File: src/design/ssr_pkg.sv
// Shared types and constants for the sorted segment reduce block.
// Holds the reduction codes, the segment id width and the control/status structs.
// No dependencies.
`default_nettype none

package ssr_pkg;

  localparam int VALUE_W  = 32;
  localparam int ACC_W    = 64;
  localparam int COUNT_W  = 32;
  localparam int ID_W     = 16;
  localparam int SEG_BITS = 16;   // low id bits that take part in the run compare
  localparam int MODE_W   = 3;

  localparam logic [ID_W-1:0] SEG_MASK = ID_W'((64'd1 << SEG_BITS) - 64'd1);

  // Divider for the mean: one quotient bit per step over the whole 64-bit sum.
  localparam int DIV_STEPS  = ACC_W;
  localparam int DIV_CNT_W  = $clog2(DIV_STEPS + 1);

  localparam logic [MODE_W-1:0] MODE_MAX  = 3'd0;
  localparam logic [MODE_W-1:0] MODE_MIN  = 3'd1;
  localparam logic [MODE_W-1:0] MODE_SUM  = 3'd2;
  localparam logic [MODE_W-1:0] MODE_MEAN = 3'd3;
  localparam logic [MODE_W-1:0] MODE_PROD = 3'd4;

  typedef struct packed {
    logic latch;      // capture the accepted item
    logic fold;       // fold the item into the open run
    logic start;      // open a new run with the item
    logic clear;      // close the run and zero the state
    logic div_init;   // load the divider for a mean report
    logic div_step;   // advance the divider by one bit
    logic out_load;   // load the result register
    logic out_last;   // flag carried with the loaded result
  } ssr_cmd_t;

  typedef struct packed {
    logic match;      // item id equals the open run's id
    logic run_open;
    logic item_last;
    logic is_mean;
    logic div_done;
    logic out_free;   // result register can take a new result this cycle
  } ssr_sts_t;

endpackage

`default_nettype wire

File: src/design/ssr_ctrl.sv
// Controller of the sorted segment reduce block: sequences accept, fold, report.
// Depends on ssr_pkg for the command and status structs.
`default_nettype none

module ssr_ctrl
  import ssr_pkg::*;
(
  input  wire logic     clk,
  input  wire logic     rst,
  input  wire logic     in_valid,
  output logic          in_ready,
  input  wire ssr_sts_t sts,
  output ssr_cmd_t      cmd
);

  typedef enum logic [2:0] {
    S_IDLE,
    S_CHECK,
    S_FOLD,
    S_START,
    S_AFTER,
    S_REPORT,
    S_DIV
  } state_t;

  state_t state;
  state_t state_next;
  logic   rep_last;       // report in flight is the one for a last item
  logic   rep_last_next;

  assign in_ready = (state == S_IDLE);

  always_comb begin
    state_next    = state;
    rep_last_next = rep_last;
    cmd           = '0;
    cmd.out_last  = rep_last;
    case (state)
      S_IDLE: begin
        if (in_valid) begin
          cmd.latch  = 1'b1;
          state_next = S_CHECK;
        end
      end
      S_CHECK: begin
        if (sts.match) begin
          state_next = S_FOLD;
        end else if (sts.run_open) begin
          rep_last_next = 1'b0;
          state_next    = S_REPORT;
        end else begin
          state_next = S_START;
        end
      end
      S_FOLD: begin
        cmd.fold   = 1'b1;
        state_next = S_AFTER;
      end
      S_START: begin
        cmd.start  = 1'b1;
        state_next = S_AFTER;
      end
      S_AFTER: begin
        if (sts.item_last) begin
          rep_last_next = 1'b1;
          state_next    = S_REPORT;
        end else begin
          state_next = S_IDLE;
        end
      end
      S_REPORT: begin
        if (sts.is_mean) begin
          cmd.div_init = 1'b1;
          state_next   = S_DIV;
        end else if (sts.out_free) begin
          cmd.out_load = 1'b1;
          cmd.clear    = rep_last;
          state_next   = rep_last ? S_IDLE : S_START;
        end
      end
      S_DIV: begin
        if (!sts.div_done) begin
          cmd.div_step = 1'b1;
        end else if (sts.out_free) begin
          cmd.out_load = 1'b1;
          cmd.clear    = rep_last;
          state_next   = rep_last ? S_IDLE : S_START;
        end
      end
      default: begin
        state_next = S_IDLE;
      end
    endcase
  end

  always_ff @(posedge clk) begin
    if (rst) begin
      state    <= S_IDLE;
      rep_last <= 1'b0;
    end else begin
      state    <= state_next;
      rep_last <= rep_last_next;
    end
  end

endmodule

`default_nettype wire

File: config.mk
export PLATFORM = sky130hd
export DESIGN_NAME = ssr_ctrl
export DESIGN_NICKNAME = d
export VERILOG_FILES = /design/src/design/ssr_pkg.sv /design/src/design/ssr_ctrl.sv
export SDC_FILE = /design/constraint.sdc
export NUM_CORES = 1
export LEC_CHECK = 0
export BUFFER_PORTS_ARGS = -buffer_cell sky130_fd_sc_hd__buf_4
export CORE_AREA = 4 4 41 43
export CTS_CLUSTER_SIZE = 24
export DETAILED_ROUTE_END_ITERATION = 10
export DIE_AREA = 0 0 45 47
export PLACE_DENSITY_LB_ADDON = 0.08
export SYNTH_ARGS = -nofsm -noshare
export SYNTH_HDL_FRONTEND = slang
export SYNTH_SLANG_ARGS = --single-unit
File: constraint.sdc
create_clock -name clk -period 1.6 [get_ports clk]
set_clock_uncertainty 0.15 [all_clocks]
set_input_delay 0.32 -clock clk [delete_from_list [all_inputs] [get_ports clk]]
set_output_delay 0.32 -clock clk [all_outputs]
set_load 0.01 [all_outputs]
==> out/metrics.cfg <==
[run_status]
status = finished with violations
violations = setup timing

[clock_network]
cts_tree = done
cts.sinks = 4
cts_buffers = 3
insertion_delay_ns = 0.24
hold_buffers = 0
path_clk_slew_ns = 0.04
htree_levels = 1
clock-root-buffer = clkbuf_4
cts_buffer_depth = 2

[die]
pin_count = 18
initial_core_util = 0.318
fp.dieW_um = 45
die_h_um = 47
row_count = 13
dieArea_um2 = 2120
core-area_um2 = 1300

[logic_synthesis]
synth_top_area_share = 0.193
yosysSeqAreaShare = 0.193
yosysWarnings = 0
synth_cell_types = 28
synth_edf_count = 0
synthesis.area_um2 = 414
syn_inst = 53
synth.largest_area_cell = dfxtp_1
synth_seq_cells = 4
synth_commonest_cells = dfxtp_1, nand2_1, nand2b_1, nor2_1
synth-main-ff-cell = dfxtp_1
syn_nets = 62
avgSynthCellArea_um2 = 7.81
synthTopCellsByArea = dfxtp_1, nand2b_1, nand3b_1
async_flop_share = 0

[routing]
wl_per_cell_um = 14.3
vias = 516
antenna_left = 0
drcViolationCount = 0
wl_um = 1370
drt-vias-per-instance = 5.38
drt_iter0_drc = 6
firstDrtPassIters = 4

[worst_setup_path]
crit_path_end_kind = primary output
cp.required_ns = 1.13
start_kind = flip-flop
cp.arrival_ns = 1.33
timing_worst_setup_path_type = reg -> out
cp_max_fo = 6

[layout]
final_util = 0.602
final_cell_area_um2 = 783
finalNonFillerCells = 96
area_growth_syn_to_layout_pct = 89.1
drive_above_1_share = 0.679
antenna_cells = 0
fillers = 135
nets = 92

[global_route]
gr-max-usage-layer = met2
grt_pass1_vias = 501
globalRouteMet1Util = 0.175
grt_antenna_before_repair = 0
grt_pass1_wl_um = 2140
met2_usage = 0.229
overflow = 0
met3_usage = 0.0230
grt_usage = 0.142
grt_max_degree = 13

[sta]
hold_viol = 0
fin_crit_ns = 1.80
setup_violations = 5
rsz0062_at_grt = yes
period_share = 1.13
postLayoutSetupSlackWorst_ns = -0.204
slew_headroom = 0.768
drv_slew = 0
max_freq_mhz = 554
worstMarginPinSlew_ns = 0.347

[placed_design]
portBuffers = 17
dp_cells = 88
gp_routability_congestion = 0.776
hpwlAfterDp_um = 940
place_area_um2 = 602

[run]
maxCapViolations = 0

[power_and_ir_drop]
peakVddDrop_v = 0.000411
total_leakage_power_uw = 0.000324
power_density_nw_per_um2 = 673

[hold_path]
hold_class = in -> reg

-- metrics by stage --
step / setup slack [ns] / total power (uW) / hold slack (ns) / TNS, ns
3_5_place_dp: -0.0710 / 308 / 0.364 / -0.0710
3_3_place_gp: -0.0649 / 307 / 0.363 / -0.0649
6_report: -0.204 / 527 / 0.127 / -0.459
4_1_cts: -0.215 / 487 / 0.110 / -0.553
2_1_floorplan: -0.0249 / 232 / 0.249 / -0.0249
5_1_grt: -0.250 / 561 / 0.120 / -0.839
-- final timing paths --
kind                            to  slack [ns]                  start  depth (start not counted)
min          rep_last$_SDFFE_PP0P_        0.13                    rst                          2
min reg2reg  rep_last$_SDFFE_PP0P_        0.39  rep_last$_SDFFE_PP0P_                          2
max reg2reg  rep_last$_SDFFE_PP0P_        0.11  state[1]$_SDFFE_PP0P_                          6
max                         cmd[4]       -0.20  state[0]$_SDFFE_PP0P_                          5
-- cells by family (layout without fill, tap and decap cells) --
group / Yosys count / after routing / share of synthesized area
compound gates: 12 / 12 / 0.230
simple gates: 31 / 31 / 0.477
flops: 4 / 4 / 0.193
buf+inv: 6 / 34 / 0.0997
-- cell type report --
class	instances	area, um2	share of cell area
flip-flops and latches	4	83.8	0.107
clock buffers	3	22.5	0.0288
repair buffers	31	268	0.342
well taps	15	18.8	0.0240
multi-input cells	43	390	0.498
-- metal layers --
metal,vias up,part of all wire,wire [um]
met5,-,0,0
met4,0,0,0
met3,0,0.064,88
met2,18,0.52,714
met1,244,0.41,568
li1,254,-,-
-- cell usage in the layout (no fill, tap or decap), types with 2 or more instances in the layout --
| cell | n |
|---|---|
| buf_4 | 24 |
| buf_6 | 6 |
| nand3b_1 | 3 |
| nand2b_1 | 3 |
| clkbuf_4 | 3 |
| dfxtp_2 | 3 |
| nand2_1 | 2 |
| and2_4 | 2 |
| nor2_2 | 2 |
| nor3b_2 | 2 |
| nor3b_1 | 2 |
| nor2b_1 | 2 |
| a21oi_1 | 2 |
| a311oi_2 | 2 |
| nor2_1 | 2 |
-- timing repair --
action	in CTS	in global routing
gates resized for setup	13	12
pin swaps	5	8
hold endpoints to repair	0	0
setup endpoints to repair	6	12
buffers inserted	5	1
-- sequential cells by signal (all words and copies together) (netlist names) --
name / flops
state: 3
rep_last: 1
-- worst max-delay path, stage by stage (launching register included) --
cell,delay [ns]
dfxtp_2,0.32
buf_4,0.15
nand3b_1,0.21
a21oi_4,0.18
and2_4,0.15
buf_6,0.09
-- power breakdown --
group          internal [uW]  total (uW)  switching, uW  leakage, uW
Combinational            153         276            123     0.000276
Clock                   84.4         132           47.9    0.0000138
Sequential               111         119           8.29    0.0000338
Note: power is estimated with default switching activity, not from simulation.
